[src/design/psba_pkg.sv]
`timescale 1ns / 1ps
package psba_pkg;

	localparam logic [1:0] OP_ALLOC = 2'd0;
	localparam logic [1:0] OP_FREE  = 2'd1;
	localparam logic [1:0] OP_QUERY = 2'd2;

	localparam logic [1:0] STAT_OK        = 2'd0;
	localparam logic [1:0] STAT_NO_MEM    = 2'd1;
	localparam logic [1:0] STAT_OUTSIDE   = 2'd2;
	localparam logic [1:0] STAT_TOO_LARGE = 2'd3;

	localparam logic CFG_REGION_BASE  = 1'b0;
	localparam logic CFG_REGION_PAGES = 1'b1;

	typedef enum logic [3:0] {
		S_IDLE, S_DEC, S_PG, S_F_CHK, S_A_CHK, S_SRCH,
		S_U0, S_U1, S_U2, S_P0, S_P1, S_DONE
	} state_t;

	// what the current unlink or push sequence belongs to
	typedef enum logic [1:0] {M_POP, M_REL, M_CARVE, M_FREE} mode_t;

	typedef struct packed {
		logic [1:0]  status;
		logic [11:0] block_bytes;
		logic [31:0] block_address;
	} result_t;

endpackage

[src/design/psba_ctrl.sv]
`timescale 1ns / 1ps
module psba_ctrl import psba_pkg::*; #(
	parameter int NUM_PAGES       = 16,
	parameter int PAGE_BYTES      = 4096,
	parameter int MIN_BLOCK_BYTES = 8,
	parameter int MAX_BLOCK_BYTES = 2048,
	localparam int SLOTS = PAGE_BYTES / MIN_BLOCK_BYTES,
	localparam int NSLOT = NUM_PAGES * SLOTS,
	localparam int LW    = $clog2(NSLOT + 1),
	localparam int SAW   = (NSLOT > 1) ? $clog2(NSLOT) : 1,
	localparam int NPW   = $clog2(NUM_PAGES + 1)
) (
	input  logic            clk,
	input  logic            arst_n,
	input  logic            reinit,
	input  logic [NPW-1:0]  cfg_pages,
	input  logic [31:0]     region_base,
	input  logic            in_valid,
	output logic            in_ready,
	input  logic [1:0]      in_opcode,
	input  logic [11:0]     in_req_size,
	input  logic [31:0]     in_address,
	output logic            res_valid,
	input  logic            res_ready,
	output result_t         res,
	output logic [SAW-1:0]  raddr,
	input  logic [LW-1:0]   nx_rdata,
	input  logic [LW-1:0]   pv_rdata,
	output logic            nx_we,
	output logic [SAW-1:0]  nx_waddr,
	output logic [LW-1:0]   nx_wdata,
	output logic            pv_we,
	output logic [SAW-1:0]  pv_waddr,
	output logic [LW-1:0]   pv_wdata
);
	function automatic int ncls_f();
		int v;
		int n;
		v = MIN_BLOCK_BYTES;
		n = 1;
		while (v < MAX_BLOCK_BYTES && n < 32) begin
			v = v << 1;
			n++;
		end
		return n;
	endfunction

	localparam int NCLS = ncls_f();
	localparam int CLW  = (NCLS > 1) ? $clog2(NCLS) : 1;
	localparam int PGW  = (NUM_PAGES > 1) ? $clog2(NUM_PAGES) : 1;
	localparam int PBW  = $clog2(PAGE_BYTES);
	localparam int MBW  = $clog2(MIN_BLOCK_BYTES);
	localparam int SLW  = PBW - MBW;
	localparam int PCW  = $clog2(SLOTS + 1);
	localparam logic [LW-1:0] LNULL = LW'(NSLOT);

	state_t state_q, state_d;
	mode_t  mode_q;

	logic [1:0]      op_q;
	logic [11:0]     req_q;
	logic [31:0]     addr_q;
	logic            inside_q;
	logic [CLW-1:0]  cls_q;
	logic [PGW-1:0]  pg_q;
	logic [LW-1:0]   slot_q;
	logic [LW-1:0]   t_q;
	logic [PCW-1:0]  iter_q;
	result_t         res_q;

	logic [LW-1:0]   head_q [NCLS];
	logic [LW-1:0]   tail_q [NCLS];
	logic            used_q [NUM_PAGES];
	logic [CLW-1:0]  pcls_q [NUM_PAGES];
	logic [PCW-1:0]  pfc_q  [NUM_PAGES];
	logic [PGW-1:0]  fpq_q  [NUM_PAGES];
	logic [PGW-1:0]  fq_hd_q;
	logic [NPW-1:0]  fq_cnt_q;

	logic [31:0]     offset;
	logic            in_rgn;
	logic [PGW-1:0]  pg_calc;
	logic            too_big;
	logic [CLW-1:0]  c_calc;
	logic [LW-1:0]   hd_sel;
	logic            hd_nn;
	logic [CLW-1:0]  cls_pg;
	logic [PCW-1:0]  pfc_pg;
	logic [PCW-1:0]  total;
	logic [LW-1:0]   step;
	logic            last_blk;
	logic            listed;
	logic            free_ok;
	logic            new_full;
	logic            more_cls;
	logic [PBW-1:0]  off_in;
	logic [PBW-1:0]  off_al;
	logic [LW-1:0]   slot_f;
	logic [PGW-1:0]  np;
	logic [NPW:0]    tl_sum;
	logic [PGW-1:0]  tl_idx;

	always_comb begin
		offset  = addr_q - region_base;
		in_rgn  = {1'b0, offset} < (33'(cfg_pages) << PBW);
		pg_calc = PGW'(offset >> PBW);
		too_big = 32'(req_q) > 32'(MAX_BLOCK_BYTES);
		c_calc  = '0;
		for (int k = 0; k < NCLS - 1; k++) begin
			if ((32'(MIN_BLOCK_BYTES) << k) < 32'(req_q)) begin
				c_calc = c_calc + CLW'(1);
			end
		end
		hd_sel   = head_q[cls_q];
		hd_nn    = hd_sel != LNULL;
		cls_pg   = pcls_q[pg_q];
		pfc_pg   = pfc_q[pg_q];
		total    = PCW'(32'(SLOTS) >> cls_q);
		step     = LW'(1) << cls_q;
		last_blk = ((PCW+1)'(iter_q) + 1'b1) == (PCW+1)'(total);
		listed   = (pv_rdata != LNULL) || (hd_sel == slot_q);
		free_ok  = !listed && (pfc_pg < total);
		new_full = ((PCW+1)'(pfc_pg) + 1'b1) == (PCW+1)'(total);
		more_cls = (32'(cls_q) + 32'd1) < 32'(NCLS);
		off_in   = offset[PBW-1:0] >> MBW;
		off_al   = (off_in >> cls_pg) << cls_pg;
		slot_f   = (LW'(pg_q) << SLW) | LW'(off_al);
		np       = fpq_q[fq_hd_q];
		tl_sum   = (NPW+1)'(fq_hd_q) + (NPW+1)'(fq_cnt_q);
		if (tl_sum >= (NPW+1)'(NUM_PAGES)) begin
			tl_sum = tl_sum - (NPW+1)'(NUM_PAGES);
		end
		tl_idx = PGW'(tl_sum);
	end

	// next state and memory port control
	always_comb begin
		state_d   = state_q;
		in_ready  = state_q == S_IDLE;
		res_valid = state_q == S_DONE;
		res       = res_q;
		raddr     = (state_q == S_PG) ? slot_f[SAW-1:0] : slot_q[SAW-1:0];
		nx_we     = 1'b0;
		nx_waddr  = slot_q[SAW-1:0];
		nx_wdata  = LNULL;
		pv_we     = 1'b0;
		pv_waddr  = slot_q[SAW-1:0];
		pv_wdata  = LNULL;
		case (state_q)
			S_IDLE: begin
				if (in_valid) state_d = S_DEC;
			end
			S_DEC: begin
				case (op_q)
					OP_ALLOC: state_d = too_big ? S_DONE : S_A_CHK;
					OP_FREE, OP_QUERY: state_d = S_PG;
					default: state_d = S_DONE;
				endcase
			end
			S_PG: begin
				if (!inside_q || op_q == OP_QUERY || !used_q[pg_q]) state_d = S_DONE;
				else state_d = S_F_CHK;
			end
			S_F_CHK: state_d = free_ok ? S_P0 : S_DONE;
			S_A_CHK: begin
				if (hd_nn) state_d = S_U0;
				else if (fq_cnt_q != '0) state_d = S_P0;
				else if (more_cls) state_d = S_SRCH;
				else state_d = S_DONE;
			end
			S_SRCH: begin
				if (hd_nn) state_d = S_U0;
				else if (!more_cls) state_d = S_DONE;
			end
			S_U0: state_d = S_U1;
			S_U1: begin
				state_d = S_U2;
				if (pv_rdata != LNULL) begin
					nx_we    = 1'b1;
					nx_waddr = pv_rdata[SAW-1:0];
					nx_wdata = nx_rdata;
				end
				if (nx_rdata != LNULL) begin
					pv_we    = 1'b1;
					pv_waddr = nx_rdata[SAW-1:0];
					pv_wdata = pv_rdata;
				end
			end
			S_U2: begin
				nx_we = 1'b1;
				pv_we = 1'b1;
				if (mode_q == M_POP || last_blk) state_d = S_DONE;
				else state_d = S_U0;
			end
			S_P0: begin
				nx_we    = 1'b1;
				pv_we    = 1'b1;
				pv_wdata = tail_q[cls_q];
				state_d  = S_P1;
			end
			S_P1: begin
				if (t_q != LNULL) begin
					nx_we    = 1'b1;
					nx_waddr = t_q[SAW-1:0];
					nx_wdata = slot_q;
				end
				if (mode_q == M_CARVE) state_d = last_blk ? S_A_CHK : S_P0;
				else state_d = new_full ? S_U0 : S_DONE;
			end
			S_DONE: begin
				if (res_ready) state_d = S_IDLE;
			end
			default: state_d = S_IDLE;
		endcase
	end

	always_ff @(posedge clk or negedge arst_n) begin
		if (!arst_n) begin
			state_q <= S_IDLE;
		end else begin
			state_q <= state_d;
		end
	end

	always_ff @(posedge clk or negedge arst_n) begin
		if (!arst_n) begin
			mode_q   <= M_POP;
			op_q     <= OP_ALLOC;
			req_q    <= '0;
			addr_q   <= '0;
			inside_q <= 1'b0;
			cls_q    <= '0;
			pg_q     <= '0;
			slot_q   <= '0;
			t_q      <= '0;
			iter_q   <= '0;
			res_q    <= '0;
			for (int i = 0; i < NCLS; i++) begin
				head_q[i] <= LNULL;
				tail_q[i] <= LNULL;
			end
			for (int i = 0; i < NUM_PAGES; i++) begin
				used_q[i] <= 1'b0;
				pcls_q[i] <= '0;
				pfc_q[i]  <= '0;
				fpq_q[i]  <= PGW'(i);
			end
			fq_hd_q  <= '0;
			fq_cnt_q <= NPW'(NUM_PAGES);
		end else if (reinit) begin
			for (int i = 0; i < NCLS; i++) begin
				head_q[i] <= LNULL;
				tail_q[i] <= LNULL;
			end
			for (int i = 0; i < NUM_PAGES; i++) begin
				used_q[i] <= 1'b0;
				pfc_q[i]  <= '0;
				fpq_q[i]  <= PGW'(i);
			end
			fq_hd_q  <= '0;
			fq_cnt_q <= cfg_pages;
		end else begin
			case (state_q)
				S_IDLE: begin
					if (in_valid) begin
						op_q   <= in_opcode;
						req_q  <= in_req_size;
						addr_q <= in_address;
					end
				end
				S_DEC: begin
					res_q    <= '0;
					cls_q    <= c_calc;
					pg_q     <= pg_calc;
					inside_q <= in_rgn;
					if (op_q == OP_ALLOC && too_big) res_q.status <= STAT_TOO_LARGE;
				end
				S_PG: begin
					if (!inside_q) begin
						res_q.status <= STAT_OUTSIDE;
					end else if (op_q == OP_QUERY) begin
						if (used_q[pg_q]) begin
							res_q.block_bytes <= 12'(32'(MIN_BLOCK_BYTES) << cls_pg);
						end
					end else if (!used_q[pg_q]) begin
						res_q.status <= STAT_OUTSIDE;
					end else begin
						cls_q  <= cls_pg;
						slot_q <= slot_f;
					end
				end
				S_F_CHK: mode_q <= M_FREE;
				S_A_CHK, S_SRCH: begin
					if (hd_nn) begin
						slot_q <= hd_sel;
						pg_q   <= PGW'(hd_sel >> SLW);
						mode_q <= M_POP;
					end else if (state_q == S_A_CHK && fq_cnt_q != '0) begin
						// carve the oldest free page into blocks of this class
						fq_hd_q    <= (32'(fq_hd_q) == NUM_PAGES - 1) ? '0 : fq_hd_q + 1'b1;
						fq_cnt_q   <= fq_cnt_q - 1'b1;
						used_q[np] <= 1'b1;
						pcls_q[np] <= cls_q;
						pfc_q[np]  <= total;
						pg_q       <= np;
						iter_q     <= '0;
						slot_q     <= LW'(np) << SLW;
						mode_q     <= M_CARVE;
					end else if (more_cls) begin
						cls_q <= cls_q + 1'b1;
					end else begin
						res_q.status <= STAT_NO_MEM;
					end
				end
				S_U1: begin
					if (pv_rdata == LNULL) head_q[cls_q] <= nx_rdata;
					if (nx_rdata == LNULL) tail_q[cls_q] <= pv_rdata;
				end
				S_U2: begin
					if (mode_q == M_POP) begin
						if (pfc_pg != '0) pfc_q[pg_q] <= pfc_pg - 1'b1;
						res_q.block_address <= region_base + (32'(slot_q) << MBW);
						res_q.block_bytes   <= 12'(32'(MIN_BLOCK_BYTES) << cls_q);
					end else if (last_blk) begin
						used_q[pg_q] <= 1'b0;
						pfc_q[pg_q]  <= '0;
						if (32'(fq_cnt_q) < NUM_PAGES) begin
							fpq_q[tl_idx] <= pg_q;
							fq_cnt_q      <= fq_cnt_q + 1'b1;
						end
					end else begin
						iter_q <= iter_q + 1'b1;
						slot_q <= slot_q + step;
					end
				end
				S_P0: begin
					t_q <= tail_q[cls_q];
					if (tail_q[cls_q] == LNULL) head_q[cls_q] <= slot_q;
					tail_q[cls_q] <= slot_q;
				end
				S_P1: begin
					if (mode_q == M_CARVE) begin
						if (!last_blk) begin
							iter_q <= iter_q + 1'b1;
							slot_q <= slot_q + step;
						end
					end else begin
						pfc_q[pg_q] <= PCW'(pfc_pg + 1'b1);
						if (new_full) begin
							mode_q <= M_REL;
							iter_q <= '0;
							slot_q <= LW'(pg_q) << SLW;
						end
					end
				end
				default: ;
			endcase
		end
	end
endmodule

[config.mk]
export PLATFORM = sky130hd
export DESIGN_NAME = psba_ctrl
export DESIGN_NICKNAME = d
export VERILOG_FILES = /design/src/design/psba_pkg.sv /design/src/design/psba_ctrl.sv
export SDC_FILE = /design/constraint.sdc
export NUM_CORES = 2
export LEC_CHECK = 0
export ABC_CLOCK_PERIOD_IN_PS = 6200
export BUFFER_PORTS_ARGS = -buffer_cell sky130_fd_sc_hd__buf_4
export CAP_MARGIN = 20
export CELL_PAD_IN_SITES_DETAIL_PLACEMENT = 0
export CELL_PAD_IN_SITES_GLOBAL_PLACEMENT = 2
export CORE_MARGIN = 2
export CORE_UTILIZATION = 37
export DETAILED_ROUTE_END_ITERATION = 8
export MAX_ROUTING_LAYER = met4
export PLACE_DENSITY = 0.75
export RECOVER_POWER = 25
export SYNTH_ARGS = -nofsm -noshare
export SYNTH_HDL_FRONTEND = slang
export SYNTH_SLANG_ARGS = --single-unit
[constraint.sdc]
create_clock -name clk -period 6.2 [get_ports clk]
set_clock_uncertainty 0.1 [all_clocks]
set_input_delay 0.62 -clock clk [delete_from_list [all_inputs] [get_ports clk]]
set_output_delay 0.62 -clock clk [all_outputs]
set_load 0.01 [all_outputs]
==> metrics.txt <==
TritonCTS Sinks 707; M3 GR Usage 4.36%; Synth area leaders dfrtp_1, nand2_1, a21oi_1; GR Util All Layers 29.1%; Max-Cap Viols 4; crit-path max FO 30; Post-Synthesis Cell Area 44,500 um2; via count 40,200; WL/cell 26.3 um; final antenna-violating net count 0; Ys Warns 0; clk buf depth 3; vias per cell 6.01; Post-synth EDFFs 0; hpwl dp 121,000 um; synthesized area per cell 9.15 um2; VDD IR max 0.260 mV; Die X-Extent 351 um; Top Usage Layer GRT met2; Data required, critical path 5.48 ns; cell taking the most area after synthesis dfrtp_1; Clock Tree Root clkbuf_16; H-tree levels 3; FMAX 170 MHz; worst-margin pin slew 3.11 ns; total CTS buffers 88; Setup CP Type flip-flop to output port; RSZ-0062 raised after global routing false; Yosys top cell area share 36.9%; length of the first detailed-routing pass in iterations 6; post_cts resized 0; layout cells sized above 1 18.7%; synthesized instance count 4,865; starting DRC count in detailed routing 3,917; Clk Latency, worst-skew pair 0.74 ns; total power after layout 23.8 mW; commonest non-fill, non-tap cell in the layout dfrtp_1; Leakage 22.4 nW; crit-path cells buf_12 > mux4_1 > a22o_1 > a221o_1 > nor2_4 > o211ai_1 > o22ai_1 > a311o_1 > a32oi_2 > nand2_1 > nand3_1 > o21ai_0 > buf_4; PwrDens 463 nW/um2; # setup viols final 0; failing checks capacitance limit, slew limit; status complete, but fails checks; Max Slew Vio Count 295; FP Rows 127; Final Wtd Congestion 0.908; met2 Usage GRT 44.5%; final hold violations 0; Worst Hold Class primary input to flip-flop; grt ovf 0; worst hold path depth 3; Clock Pin Slew Worst Setup and Hold Paths 0.06 ns; Die ar. 123,000 um2; Post-synth top flop dfrtp_1; first-pass GRT wire length 263,000 um; DR DRC count 0; core area 120,000 um2; Post-DP Area 48,400 um2; Multi-input gate area 25,000 um2; I/O pin count 233; IO buf count 229; Arrival @ worst endpoint 5.17 ns; # fillers 11,900; die height 351 um; worst rel slew slack -107%; vias in the first global route 38,700; post-synthesis cell type count 101; Hold Slack 0.0506 ns; CP startpoint kind flip-flop; Sum Neg Setup Slack 0 ns; final WL 176,000 um; Area Growth Syn to Fin 15.4%; met1 Usage GRT 40.6%; Worst path slowest cell dfrtp_4; fin nets 5,225; flops & latches, synth 707; largest net degree at the start of global routing 155; CTS tree built; fin crit share 94.9%; Starting Density 37.2%; most frequent cells in the layout dfrtp_1, nand2_1, a21oi_1; CP Capture Type output port; initial antenna violation count 1; FF/Latch Area 17,800 um2; ANT cells 0; reg2reg path depth 24; Post-synth ARST share 100%; Seq/Total Area, Yosys 39.9%; slowest stage delay, CP 0.74 ns; Final min period 5.89 ns; design area 51,400 um2
-- layout make-up --
cell class	instances	area share, %
Timing Repair Buffer	423	6.27
Inverter	106	0.775
Sequential cell	707	34.6
Clock buffer	136	5.07
Multi-Input combinational cell	3683	48.6
Clock inverter	26	0.784
Tap cell	1612	3.93
-- final timing paths --
kind,slack (ns),from,end
setup / recovery,0.31,pg_q[0],raddr[6]
hold / removal,0.05,region_base[0],res[0]
setup reg to reg,0.75,req_q[9],cls_q[3]
hold reg to reg,0.37,tail_q[26],tail_q[26]
max in group asynchronous,2.06,arst_n,head_q[15]
min in group asynchronous,0.41,arst_n,res[25]
-- sequential cells by signal, indices dropped and copies added, names as in the netlist --
register	count
addr_q	32
cls_q	4
fpq_q	64
fq_cnt_q	5
fq_hd_q	4
head_q	126
inside_q	1
iter_q	10
mode_q	2
op_q	2
pcls_q	64
pfc_q	160
pg_q	4
req_q	12
res	43
slot_q	14
state_q	4
t_q	14
tail_q	126
used_q	16
-- power by group --
part           switching, mW  total (mW)  leakage, nW  internal [mW]
logic                   7.66        11.9         11.5           4.26
clock network           2.22        5.42         1.47           3.20
registers              0.972        6.46         9.48           5.49
total                   10.9        23.8         22.4           12.9
-- cells in the mapped netlist (47+ instances only) --
| master | count |
|---|---|
| mux4_2 | 57 |
| inv_1 | 100 |
| a22oi_1 | 47 |
| o31ai_1 | 149 |
| nand2_1 | 615 |
| nor3_1 | 56 |
| a211oi_1 | 58 |
| dfrtp_1 | 656 |
| clkbuf_1 | 275 |
| mux2_2 | 194 |
| o21ai_0 | 403 |
| nand3_1 | 99 |
| a22o_1 | 83 |
| nor2_1 | 360 |
| ha_1 | 96 |
| a21oi_1 | 452 |
| xnor2_1 | 81 |
| buf_2 | 53 |
| a21o_1 | 86 |
| mux2i_1 | 154 |
| dfstp_2 | 51 |
| o22ai_1 | 136 |
-- stage by stage --
step,instances,setup WS [ns],util (%)
floorplan,4867,0.968,-
global placement,6521,0.720,40.4
detailed placement,6526,0.767,40.4
CTS,6689,0.146,43.0
global route,6693,0.0785,42.9
finish,6693,0.314,42.9
-- critical path, delay by kind of cell (launching register included) --
family / cells / cell delay (ns)
simple gates: 3 / 0.48
flops: 1 / 0.74
buf+inv: 2 / 0.54
mux: 1 / 0.60
compound gates: 7 / 2.08
-- cells by family (layout without fill, tap and decap cells) --
family	after synthesis	count (layout)	share of synthesized area [%]
multiplexers	436	436	13.0
flip-flops	707	707	39.9
other	1	3	0.00842
AO/OA/AOI/OAI	1683	1683	24.1
adder cells (fa/ha/maj)	100	100	2.88
AND/OR/NAND/NOR	1339	1339	13.1
XOR/XNOR	122	122	2.48
buffers and inverters	477	691	4.51
-- layer usage --
| layer | share of wire [%] | routed length [um] | vias to the layer above |
|---|---|---|---|
| met5 | 0 | 0 | - |
| met4 | 2.1 | 3740 | 0 |
| met3 | 6.9 | 12100 | 223 |
| met2 | 46 | 80300 | 1385 |
| met1 | 45 | 80000 | 20300 |
| li1 | - | - | 18300 |
-- repair_timing --
item / 4_1_cts / 5_1_grt
setup buffers: 0 / 1
setup endpoints to repair: 0 / 3
endpoints found under the hold margin: 74 / 0
hold buffers: 1 / 0
(Power assumes the default switching activity.)
